===== src/rtl/mfde_pkg.sv =====
package mfde_pkg;

    typedef struct packed {
        logic [2:0] req_type;
        logic [7:0] pos_x;
        logic [7:0] pos_y;
        logic [7:0] end_x;
        logic [7:0] end_y;
        logic [7:0] radius;
    } t_req;

    typedef struct packed {
        logic [7:0] read_data;
        logic       clipped;
    } t_rsp;

    localparam logic [2:0] REQ_SET    = 3'd0;
    localparam logic [2:0] REQ_CLEAR  = 3'd1;
    localparam logic [2:0] REQ_LINE   = 3'd2;
    localparam logic [2:0] REQ_CIRCLE = 3'd3;
    localparam logic [2:0] REQ_WIPE   = 3'd4;
    localparam logic [2:0] REQ_READ   = 3'd5;

    localparam int SLOPE_SCALE = 10;

endpackage


===== src/rtl/mfde_div.sv =====
// Restoring divider, one quotient bit per cycle. Quotient truncated to 8 bits.
module mfde_div (
    input  logic        i_clk,
    input  logic        i_rst_n,
    input  logic        i_go,
    input  logic [11:0] i_num,
    input  logic [7:0]  i_den,
    output logic        o_done,
    output logic [7:0]  o_quo
);
    logic [11:0] r_num;
    logic [8:0]  r_rem;
    logic [7:0]  r_den;
    logic [3:0]  r_cnt;
    logic        r_run;
    logic        r_done;
    logic [9:0]  n_try;
    logic [8:0]  n_shift;

    always_comb begin
        n_shift = {r_rem[7:0], r_num[11]};
        n_try   = {1'b0, n_shift} - {2'b0, r_den};
    end

    always_ff @(posedge i_clk) begin
        if (!i_rst_n) begin
            r_run  <= 1'b0;
            r_done <= 1'b0;
            r_cnt  <= '0;
        end else begin
            r_done <= 1'b0;
            if (i_go) begin
                r_run <= 1'b1;
                r_cnt <= 4'd0;
                r_num <= i_num;
                r_den <= i_den;
                r_rem <= '0;
            end else if (r_run) begin
                r_num <= {r_num[10:0], ~n_try[9]};
                r_rem <= n_try[9] ? n_shift : n_try[8:0];
                r_cnt <= r_cnt + 4'd1;
                if (r_cnt == 4'd11) begin
                    r_run  <= 1'b0;
                    r_done <= 1'b1;
                end
            end
        end
    end

    assign o_done = r_done;
    assign o_quo  = r_num[7:0];
endmodule


===== src/rtl/mono_framebuffer_draw_engine.sv =====
// Page-mode monochrome framebuffer draw engine. One command at a time: start is taken
// while busy is low, and exactly one result word follows on o_rsp with o_valid high
// for one cycle; the receiver cannot stall it. Each plotted point takes an address,
// read and write-back step on the single-port frame memory; a clipped point skips
// the read and the write. A line first runs the slope divide; a circle plots eight
// points per step-loop pass; clear all zeroes every word. After reset a clearing
// pass over the whole memory runs with busy high.
module mono_framebuffer_draw_engine #(
    parameter int COLUMNS = 128,
    parameter int PAGES   = 4
) (
    input  logic             i_clk,
    input  logic             i_rst_n,
    input  logic             start,
    output logic             busy,
    input  mfde_pkg::t_req   i_req,
    output logic             o_valid,
    output mfde_pkg::t_rsp   o_rsp
);
    import mfde_pkg::*;

    localparam int DEPTH = COLUMNS * PAGES;
    localparam int AW    = (DEPTH > 1) ? $clog2(DEPTH) : 1;

    localparam logic [3:0] S_IDLE  = 4'd0;
    localparam logic [3:0] S_WIPE  = 4'd1;
    localparam logic [3:0] S_GEN   = 4'd2;
    localparam logic [3:0] S_RD    = 4'd3;
    localparam logic [3:0] S_WR    = 4'd4;
    localparam logic [3:0] S_DIV   = 4'd5;
    localparam logic [3:0] S_DONE  = 4'd6;
    localparam logic [3:0] S_CTEST = 4'd7;
    localparam logic [3:0] S_CSTEP = 4'd8;

    logic [7:0] r_mem [DEPTH];
    logic [7:0] r_rdata;

    logic [3:0]  r_state;
    t_req        r_req;
    logic [AW:0] r_wcnt;
    logic        r_clip;
    logic [7:0]  r_i;         // line index / circle a
    logic [7:0]  r_b;         // circle b
    logic [2:0]  r_oct;       // circle point in pass
    logic [7:0]  r_k;
    logic [15:0] r_ik;        // i*k accumulated
    logic [AW-1:0] r_addr;
    logic [7:0]  r_mask;
    logic        r_set;
    logic        r_wren;      // write back this point
    logic [7:0]  r_data;
    logic        r_last;      // this plot ends the command
    logic        r_valid;
    t_rsp        r_rsp;

    logic [7:0]  n_px, n_py;
    logic        n_out;
    logic [AW-1:0] n_addr;
    logic [15:0] n_r2, n_b2, n_a2;
    logic [16:0] n_lhs;
    logic [16:0] n_sum;
    logic        div_go, div_done;
    logic [7:0]  div_quo;
    logic [7:0]  n_dx, n_dy;

    assign n_dx = r_req.end_x - r_req.pos_x;
    assign n_dy = r_req.end_y - r_req.pos_y;

    mfde_div u_div (
        .i_clk  (i_clk),
        .i_rst_n(i_rst_n),
        .i_go   (div_go),
        .i_num  (12'(n_dy) * 12'(SLOPE_SCALE)),
        .i_den  (n_dx),
        .o_done (div_done),
        .o_quo  (div_quo)
    );

    // i*k/10 with i*k < 65536: reciprocal multiply is exact over 16 bits
    logic [31:0] n_q10;
    logic [7:0]  n_yoff;
    always_comb begin
        n_q10  = (32'(r_ik) * 32'd52429) >> 19;
        n_yoff = n_q10[7:0];
    end

    // circle arithmetic on current a, b
    always_comb begin
        n_r2  = 16'(r_req.radius) * 16'(r_req.radius);
        n_b2  = 16'(r_b) * 16'(r_b);
        n_a2  = 16'(r_i) * 16'(r_i);
        n_lhs = {n_b2, 1'b0};
        n_sum = 17'(n_a2) + 17'(n_b2);
    end

    // point generator
    always_comb begin
        n_px = r_req.pos_x;
        n_py = r_req.pos_y;
        if (r_req.req_type == REQ_LINE) begin
            if (r_req.pos_x == r_req.end_x) begin
                n_py = r_req.pos_y + r_i;
            end else if (r_req.pos_y == r_req.end_y) begin
                n_px = r_req.pos_x + r_i;
            end else begin
                n_px = r_req.pos_x + r_i;
                n_py = r_req.pos_y + n_yoff;
            end
        end else if (r_req.req_type == REQ_CIRCLE && r_req.radius != 8'd0) begin
            case (r_oct)
                3'd0: begin n_px = r_req.pos_x + r_i; n_py = r_req.pos_y - r_b; end
                3'd1: begin n_px = r_req.pos_x - r_i; n_py = r_req.pos_y - r_b; end
                3'd2: begin n_px = r_req.pos_x - r_i; n_py = r_req.pos_y + r_b; end
                3'd3: begin n_px = r_req.pos_x + r_i; n_py = r_req.pos_y + r_b; end
                3'd4: begin n_px = r_req.pos_x + r_b; n_py = r_req.pos_y + r_i; end
                3'd5: begin n_px = r_req.pos_x + r_b; n_py = r_req.pos_y - r_i; end
                3'd6: begin n_px = r_req.pos_x - r_b; n_py = r_req.pos_y - r_i; end
                default: begin n_px = r_req.pos_x - r_b; n_py = r_req.pos_y + r_i; end
            endcase
        end
        n_out  = (9'(n_px) >= 9'(COLUMNS)) || (5'(n_py[7:3]) >= 5'(PAGES));
        n_addr = AW'(32'(n_py[7:3]) * 32'(COLUMNS) + 32'(n_px));
    end
    // divider kicked on the first cycle of a line
    assign div_go = (r_state == S_DIV) && (r_oct == 3'd1);

    logic [7:0] n_len;     // line run length
    logic       n_line_end;
    always_comb begin
        if (r_req.pos_x == r_req.end_x) begin
            n_len = (r_req.end_y > r_req.pos_y) ? r_req.end_y - r_req.pos_y : 8'd0;
        end else begin
            n_len = (r_req.end_x > r_req.pos_x) ? r_req.end_x - r_req.pos_x : 8'd0;
        end
        n_line_end = (r_i + 8'd1 == n_len);
    end

    always_ff @(posedge i_clk) begin
        if (r_state == S_RD) begin
            r_rdata <= r_mem[r_addr];
        end
        if (r_state == S_WIPE) begin
            r_mem[r_wcnt[AW-1:0]] <= 8'd0;
        end else if (r_state == S_WR && r_wren) begin
            r_mem[r_addr] <= r_set ? (r_rdata | r_mask) : (r_rdata & ~r_mask);
        end
    end

    always_ff @(posedge i_clk) begin
        if (!i_rst_n) begin
            r_state <= S_WIPE;
            r_wcnt  <= '0;
            r_valid <= 1'b0;
            r_clip  <= 1'b0;
            r_oct   <= '0;
            r_req   <= '0;
        end else begin
            r_valid <= 1'b0;
            case (r_state)
                S_IDLE: begin
                    if (start) begin
                        r_req  <= i_req;
                        r_clip <= 1'b0;
                        r_i    <= '0;
                        r_b    <= i_req.radius;
                        r_oct  <= (i_req.req_type == REQ_LINE) ? 3'd1 : 3'd0;
                        r_ik   <= '0;
                        r_data <= '0;
                        r_set  <= (i_req.req_type != REQ_CLEAR);
                        case (i_req.req_type)
                            REQ_SET, REQ_CLEAR, REQ_READ: r_state <= S_GEN;
                            REQ_WIPE: begin
                                r_wcnt  <= '0;
                                r_state <= S_WIPE;
                            end
                            REQ_LINE: begin
                                r_k     <= '0;
                                r_state <= S_DIV;
                            end
                            REQ_CIRCLE: r_state <= (i_req.radius == 8'd0) ? S_GEN
                                                                         : S_CTEST;
                            default: r_state <= S_DONE;
                        endcase
                    end
                end
                S_WIPE: begin
                    r_wcnt <= r_wcnt + 1'b1;
                    // the pass after reset ends without a result word
                    if (r_wcnt == (AW+1)'(DEPTH - 1)) begin
                        r_state <= (r_req.req_type == REQ_WIPE) ? S_DONE : S_IDLE;
                    end
                end
                S_DIV: begin
                    if (r_req.pos_x == r_req.end_x || r_req.pos_y == r_req.end_y) begin
                        r_state <= (n_len == 8'd0) ? S_DONE : S_GEN;
                        r_oct   <= '0;
                    end else if (r_oct == 3'd1) begin
                        r_oct <= 3'd2;
                    end else if (div_done) begin
                        r_k     <= div_quo;
                        r_oct   <= '0;
                        r_state <= (n_len == 8'd0) ? S_DONE : S_GEN;
                    end
                end
                S_CTEST: begin
                    r_state <= (n_lhs >= 17'(n_r2)) ? S_GEN : S_DONE;
                end
                S_GEN: begin
                    if (r_req.req_type == REQ_READ) begin
                        r_wren <= 1'b0;
                        if (9'(r_req.pos_x) >= 9'(COLUMNS)
                            || 9'(r_req.pos_y) >= 9'(PAGES)) begin
                            r_clip  <= 1'b1;
                            r_state <= S_DONE;
                        end else begin
                            r_addr  <= AW'(32'(r_req.pos_y) * 32'(COLUMNS)
                                           + 32'(r_req.pos_x));
                            r_last  <= 1'b1;
                            r_state <= S_RD;
                        end
                    end else begin
                        if (r_req.req_type == REQ_LINE) begin
                            r_i  <= r_i + 8'd1;
                            r_ik <= r_ik + 16'(r_k);
                            r_last <= n_line_end;
                        end else if (r_req.req_type == REQ_CIRCLE
                                     && r_req.radius != 8'd0) begin
                            r_oct <= r_oct + 3'd1;
                            r_last <= 1'b0;
                        end else begin
                            r_last <= 1'b1;
                        end
                        r_addr <= n_addr;
                        r_mask <= 8'(1) << n_py[2:0];
                        r_wren <= !n_out;
                        if (n_out) begin
                            r_clip <= 1'b1;
                            r_state <= S_WR;
                        end else begin
                            r_state <= S_RD;
                        end
                        r_data <= {7'd0, n_out};
                    end
                end
                S_RD: begin
                    r_state <= S_WR;
                end
                S_WR: begin
                    if (r_req.req_type == REQ_READ) begin
                        r_data  <= r_rdata;
                        r_state <= S_DONE;
                    end else if (r_req.req_type == REQ_CIRCLE && r_req.radius != 8'd0) begin
                        r_state <= (r_oct == 3'd0) ? S_CSTEP : S_GEN;
                    end else begin
                        r_state <= r_last ? S_DONE : S_GEN;
                    end
                end
                S_CSTEP: begin
                    if (n_sum + 17'd1 + {8'd0, r_i, 1'b1} - 17'd1 > 17'(n_r2)
                        + 17'(0)) begin
                        r_b <= r_b - 8'd1;
                    end else begin
                        r_i <= r_i + 8'd1;
                    end
                    r_state <= S_CTEST;
                end
                S_DONE: begin
                    r_valid <= 1'b1;
                    r_rsp.read_data <= (r_req.req_type == REQ_READ && !r_clip)
                                       ? r_data : 8'd0;
                    r_rsp.clipped   <= r_clip;
                    r_state <= S_IDLE;
                end
                default: r_state <= S_IDLE;
            endcase
        end
    end

    // write stage skips memory when the point was clipped
    assign busy    = (r_state != S_IDLE);
    assign o_valid = r_valid;
    assign o_rsp   = r_rsp;
endmodule

===== config.mk =====
export PLATFORM = sky130hd
export DESIGN_NAME = mono_framebuffer_draw_engine
export DESIGN_NICKNAME = d
export VERILOG_FILES = /design/src/rtl/mfde_pkg.sv /design/src/rtl/mfde_div.sv /design/src/rtl/mono_framebuffer_draw_engine.sv
export SDC_FILE = /design/constraint.sdc
export NUM_CORES = 2
export LEC_CHECK = 0
export BUFFER_PORTS_ARGS = -buffer_cell sky130_fd_sc_hd__buf_2
export CAP_MARGIN = 20
export CELL_PAD_IN_SITES_DETAIL_PLACEMENT = 1
export CELL_PAD_IN_SITES_GLOBAL_PLACEMENT = 1
export CORE_ASPECT_RATIO = 1.5
export CORE_MARGIN = 5
export CORE_UTILIZATION = 60
export DETAILED_ROUTE_END_ITERATION = 10
export PLACE_DENSITY = 0.89
export SYNTH_ARGS = -nofsm -noshare
export SYNTH_HDL_FRONTEND = slang
export SYNTH_SLANG_ARGS = --single-unit
export TNS_END_PERCENT = 10

===== constraint.sdc =====
create_clock -name i_clk -period 30.4 [get_ports i_clk]
set_input_delay 1.52 -clock i_clk [delete_from_list [all_inputs] [get_ports i_clk]]
set_output_delay 1.52 -clock i_clk [all_outputs]
set_load 0.05 [all_outputs]

# ---- Word-level counts from Yosys, hierarchy flattened
# Memory sizes are Yosys's and may differ from the RTL's. A register that Yosys moved wholly into a read port is not among the register bits.
# Cells that the tools add are included.
# Widths: inputs -> output; s select.
dict set report word_totals {
  register_bits 173
  ramBits 4096
  output_inout_bits 11
  wordCells 268
  n_memories 1
}
dict set report classes {
  n_addsub 24
  mul 5
  n_lt_le_gt_ge 8
  n_eq_ne 49
  shifts 1
  n_mux 92
  n_bitwise 7
  n_reduce_logical 51
}
# memory words width read_ports rd_ports_with_merged_regs write_ports line_no
set memory_table {}
lappend memory_table {r_mem 512 8 1 1 1 mono_framebuffer_draw_engine.sv:35} ;# logic [7:0] r_mem [DEPTH];
# op n
set op_table {}
lappend op_table {{$mux 8} 27}
lappend op_table {{$pmux 8 s3} 4}
lappend op_table {{$mul 8x8->16} 3}
lappend op_table {{$mux 16} 3}
lappend op_table {{$sub 8x8->8} 6}
lappend op_table {{$mux 3} 14}
lappend op_table {{$add 8x8->8} 5}
lappend op_table {{$mux 4} 9}
lappend op_table {{$pmux 16 s2} 1}
lappend op_table {{$pmux 4 s8} 1}
lappend op_table {{$pmux 8 s2} 2}
lappend op_table {{$mul 16x16->27 const B} 1}
lappend op_table {{$mux 9} 3}
lappend op_table {{$eq 8x8->1} 3}
lappend op_table {{$mux 12} 2}
lappend op_table {{$ne 2x2->1 const B} 11}
lappend op_table {{$eq 3x3->1 const B} 7}
lappend op_table {{$mux 1} 20}
lappend op_table {{$mux 10} 2}
lappend op_table {{$pmux 10 s2} 1}
lappend op_table {{$add 9x8->9} 2}
lappend op_table {{$eq 3x2->1 const B} 6}
lappend op_table {{$add 16x16->17} 1}
lappend op_table {{$add 17x1->17 const B} 1}
lappend op_table {{other kinds (53)} 102}

# ---- Logic depth before layout (Yosys ltp)
dict set report depth {
  depth_word 10
  mapped_depth 40
}

# ---- Hierarchy
# A second synthesis with hierarchy kept.
dict set report unflattened {
  hier_cells 8877
  area_unflattened_um2 179432.1
}
# module instances cells_each area_each_um2
set by_module_without_submodules {}
lappend by_module_without_submodules {mono_framebuffer_draw_engine 1 8733 177642.9}
lappend by_module_without_submodules {mfde_div 1 144 1789.2}

# ---- Least setup slack after synthesis
# OpenSTA, ideal clock, no wires.
dict set report synth_timing {
  path_kind {register to register}
  startpoint {register r_state[1]}
  endpoint {memory r_mem[0][0] (data pin)}
  arrival_ns 13.068
  required_ns 27.824
  slack_ns 14.757
  path_stages_with_launch 7
  synth_period_minus_slack_ns 15.643
  cell_sequence {dfxtp_1 > clkbuf_1 > nand2b_1 > nor3_1 > nand2_1 > clkbuf_1 > nor2_1}
}
dict set report synth_between {
  elab_chain_len 7
  elab_cells_between_ends 8
}
# element line_no
set synth_lines {}
lappend synth_lines {{start, declared} mono_framebuffer_draw_engine.sv:38} ;# logic [3:0] r_state;
lappend synth_lines {{start signal, assigned} mono_framebuffer_draw_engine.sv:180} ;# REQ_CIRCLE: r_state <= (i_req.radius == 8'd0) ? S_GEN
lappend synth_lines {{start signal, assigned} mono_framebuffer_draw_engine.sv:190} ;# r_state <= (r_req.req_type == REQ_WIPE) ? S_DONE : S_IDLE;
lappend synth_lines {{start signal, assigned} mono_framebuffer_draw_engine.sv:195} ;# r_state <= (n_len == 8'd0) ? S_DONE : S_GEN;
lappend synth_lines {{$eq 4x3->1} mono_framebuffer_draw_engine.sv:144} ;# end else if (r_state == S_WR && r_wren) begin
lappend synth_lines {{$logic_and 1x1->1} mono_framebuffer_draw_engine.sv:144}
lappend synth_lines {{$mux 1} mono_framebuffer_draw_engine.sv:144}
lappend synth_lines {{$mux 1 *} mono_framebuffer_draw_engine.sv:142} ;# if (r_state == S_WIPE) begin
lappend synth_lines {{$mux 1 *} mono_framebuffer_draw_engine.sv:145} ;# r_mem[r_addr] <= r_set ? (r_rdata | r_mask) : (r_rdata & ~r_mask);
lappend synth_lines {{$reduce_or 8->1 (no line) *} --}
lappend synth_lines {{$mux 8 (no line) *} --}
lappend synth_lines {{end, declared} mono_framebuffer_draw_engine.sv:35}
# Mark *: on every way between the ends. The rest lies on a longest branch, timed or not.

# ---- Worst setup path after layout
dict set report layout_timing {
  startpoint {register r_b[3]}
  endpoint {register r_i[0], enable pin}
}
dict set report layout_between {
  elab_chain_len 8
}
# element line_no
set layout_lines {}
lappend layout_lines {{start, declared} mono_framebuffer_draw_engine.sv:43} ;# logic [7:0] r_b;
lappend layout_lines {{start signal, assigned} mono_framebuffer_draw_engine.sv:165} ;# r_b <= i_req.radius;
lappend layout_lines {{start signal, assigned} mono_framebuffer_draw_engine.sv:261} ;# r_b <= r_b - 8'd1;
lappend layout_lines {{$mul 8x8->16} mono_framebuffer_draw_engine.sv:90} ;# n_b2 = 16'(r_b) * 16'(r_b);
lappend layout_lines {{$add 16x16->17} mono_framebuffer_draw_engine.sv:93} ;# n_sum = 17'(n_a2) + 17'(n_b2);
lappend layout_lines {{$add 17x1->17} mono_framebuffer_draw_engine.sv:259} ;# if (n_sum + 17'd1 + {8'd0, r_i, 1'b1} - 17'd1 > 17'(n_r2)
lappend layout_lines {{$add 17x9->17} mono_framebuffer_draw_engine.sv:259}
lappend layout_lines {{$sub 17x1->17} mono_framebuffer_draw_engine.sv:259}
lappend layout_lines {{$gt 17x16->1} mono_framebuffer_draw_engine.sv:259}
lappend layout_lines {{$ne 2x2->1 (no line)} --}
lappend layout_lines {{$reduce_and 6->1 (no line)} --}
lappend layout_lines {{end signal, assigned} mono_framebuffer_draw_engine.sv:223} ;# r_i <= r_i + 8'd1;
lappend layout_lines {{end signal, assigned} mono_framebuffer_draw_engine.sv:263} ;# r_i <= r_i + 8'd1;
lappend layout_lines {{end, declared} mono_framebuffer_draw_engine.sv:42} ;# logic [7:0] r_i;
# Every way passes these cells.
# A chain may end at the register's enable or synchronous reset.

==> reports/metrics.cfg <==
[detailed_routing]
routed_wl_um=609000
drtIter0Drc=17800
wl_per_cell_um=45.8
ant_nets=0
vias=103000
drc=0
viasPerCell=7.73
dr.pass1.iters=8

[sta]
worst_pin_slew_ns=1.54
clock.fmax_mhz=92.3
setup_violations=0
relSlewSlack_pct=-2.95
tns_ns=0
finalHoldViolCount=0
clock_skew_ns=0.0939
setup_slack_ns=19.57
grt_setup_unrepaired=false
post-route-period-util_pct=35.6
drv_slew=147
period_needed_ns=10.83

[power_and_ir_drop]
p_leak_nw=73.7
ir_drop_mv=0.0511
power.density_mw_per_mm2=58.8
post-layout-total-power_w=0.0116

[worst_setup_path]
required_ns=31.00
critPathBufInv=7
crit_fanout=15
crit_path_end_kind=flip-flop
cp_top_family=adder cells
setup.worst_path.start_class=flip-flop
critPathKind=reg2reg
rrSetupSlack_ns=19.57
worstPathArrival_ns=11.42
critical_path.max_stage_delay_ns=0.68
cp_slowest_cell=edfxtp_1

[cells_and_area]
finalNonFillerCells=13300
finalNetCount=9552
nFillCells=23300
design_area_mm2=0.197
area_delta_synth_final_pct=9.84
layout-drive-gt1-share_pct=23.5

[global_routing]
grt_pass1_vias=103000
grt_use_total_pct=38.0
grt_pass1_wl_um=833000
overflow=0
grt_start_max_net_pins=262
antenna_found_initial=33

[outcome]
failed_checks=max-slew violations
status=finished, violations left

[place]
placed_cell_area_mm2=0.184
numPortBuffers=56
dp_hpwl_um=311000
placed_cells=12500
gp_congestion=0.911
post-place-ws_ns=20.34

[logic_synthesis]
yosys_warnings=0
ys_seq_area_share_pct=71.3
synth.top_cell.area_share_pct=70.5
ys.flop_type=edfxtp_1
syn_area_mm2=0.179
yosysUniqueCellTypes=70
synth_most_common_cell=edfxtp_1
synthTopCellsByArea=edfxtp_1 (71%), mux4_2 (17%), ha_1 (2.3%)
synth.largest_area_cell=edfxtp_1
postSynthAreaPerCell_um2=20.2
syn_inst=8866
ys_top_cells_by_count=edfxtp_1 (4209), mux4_2 (1360), nor2_1 (689)
synth_edf_count=4209
synth_async_sr_flop_share_pct=0
ys_ff_latch=4277

[cts]
clock_latency_ns=0.99
numCtsBuffers=373
ctsHoldBuffers=0
cts_setup_buffers=0
clk_path_buf_depth=4
cts_tree=yes
ctsResizeCount=0
clock-root-buffer=clkbuf_16
clkTransAtPathRegs_ns=0.07
h-tree-depth=5
cts_sinks=4277

[floorplanning]
die_w_um=456
rows=245
dieArea_mm2=0.310
io_pins=57
start_util_pct=60.3
die_y_um=679
core_area_mm2=0.297

[run]
maxCapViolCount=0

[worst_hold_path]
worstHoldPathType=reg2reg

[sequential cells by signal, summed over array words and instances (netlist names), 8 cells and up]
name and count:
o_rsp 9, r_addr 9, r_b 8, r_data 8, r_i 8, r_ik 16, r_k 8, r_mask 8
r_mem 4096, r_rdata 8, r_req 43, r_wcnt 10, u_div.r_den 8, u_div.r_num 12, u_div.r_rem 8
[worst reg2reg max path, delay by kind of cell, from the launching register on]
| kind | cells | cell delay, ns |
|---|---|---|
| XOR/XNOR | 3 | 0.58 |
| AO/OA/AOI/OAI | 12 | 3.17 |
| buffers and inverters | 7 | 0.80 |
| flip-flops | 1 | 0.68 |
| adder cells (fa/ha/maj) | 11 | 4.39 |
| AND/OR/NAND/NOR | 5 | 0.88 |
[metal layers]
metal / track usage, % / vias to the layer above / wire [um]
met3: 8.45 / 2692 / 76000
met4: 23.7 / 25 / 52800
li1: - / 36100 / -
met5: 0 / - / 214
met2: 61.1 / 11600 / 293000
met1: 47.6 / 52500 / 187000
[final cells by class]
cell class | count | area [um^2] | share of cell area [%]
flip-flops and latches | 4277 | 128000 | 64.9
clock inverters | 236 | 2500 | 1.27
repair buffers | 211 | 1900 | 0.967
clock buffers | 446 | 9780 | 4.97
inverters | 369 | 1390 | 0.703
diodes | 39 | 97.6 | 0.0496
multi-input cells | 3765 | 48500 | 24.6
well taps | 3952 | 4940 | 2.51
[per-stage QoR]
step           hold WS [ns]  utilization [%]
2_1_floorplan         0.430                -
3_3_place_gp          0.449             61.9
3_5_place_dp          0.457             61.9
4_1_cts               0.472             66.0
5_1_grt               0.487             66.2
6_report              0.469             66.2
[power breakdown]
part           switching (W)  internal (W)  leakage [nW]
logic              0.0000435    0.00000911          18.8
registers         0.00000354       0.00637          48.9
clock network        0.00244       0.00270          5.90
total                0.00248       0.00908          73.7
[cell usage in the layout, fill, tap and decap left out, drive strengths merged, types with 12 or more instances in the layout]
cell      netlist  routed
edfxtp       4209    4209
a211oi         16      16
buf           142     209
xor2           59      59
nand3          40      40
a22oi          15      15
inv           368     382
ha            328     328
nor2          689     689
nand2b         33      33
fa            181     181
nand2         279     279
clkbuf        314     448
or2            12      12
bufinv          0      45
or3            14      14
mux4         1360    1360
nor3           40      40
nand4          14      14
nand3b         12      12
xnor2         104     104
o21a           12      12
and2           56      56
dfxtp          68      68
clkinv          1     140
o21ai          98      98
clkinvlp        0      38
a21oi         140     140
and3           28      28
nor2b          45      45
mux2i          24      24
a21o           32      32
diode           0      39
[path summary, 6_finish.rpt]
check                start        to  cells past startpoint
hold / removal    r_req[8]  r_req[8]                      2
hold reg to reg   r_req[8]  r_req[8]                      2
setup / recovery    r_b[3]    r_i[0]                     38
setup reg to reg    r_b[3]    r_i[0]                     38
[cell families (layout without fill, tap and decap cells)]
group / count (synthesis) / in the layout / share of synthesized area [%]
XOR/XNOR: 163 / 163 / 0.796
multiplexers: 1395 / 1395 / 17.3
adder cells (fa/ha/maj): 509 / 509 / 4.31
other: 1 / 41 / 0.00209
AND/OR/NAND/NOR: 1280 / 1280 / 3.08
flip-flops: 4277 / 4277 / 71.3
AO/OA/AOI/OAI: 416 / 416 / 1.45
buffers and inverters: 825 / 1262 / 1.79
(Power assumes the default switching activity.)
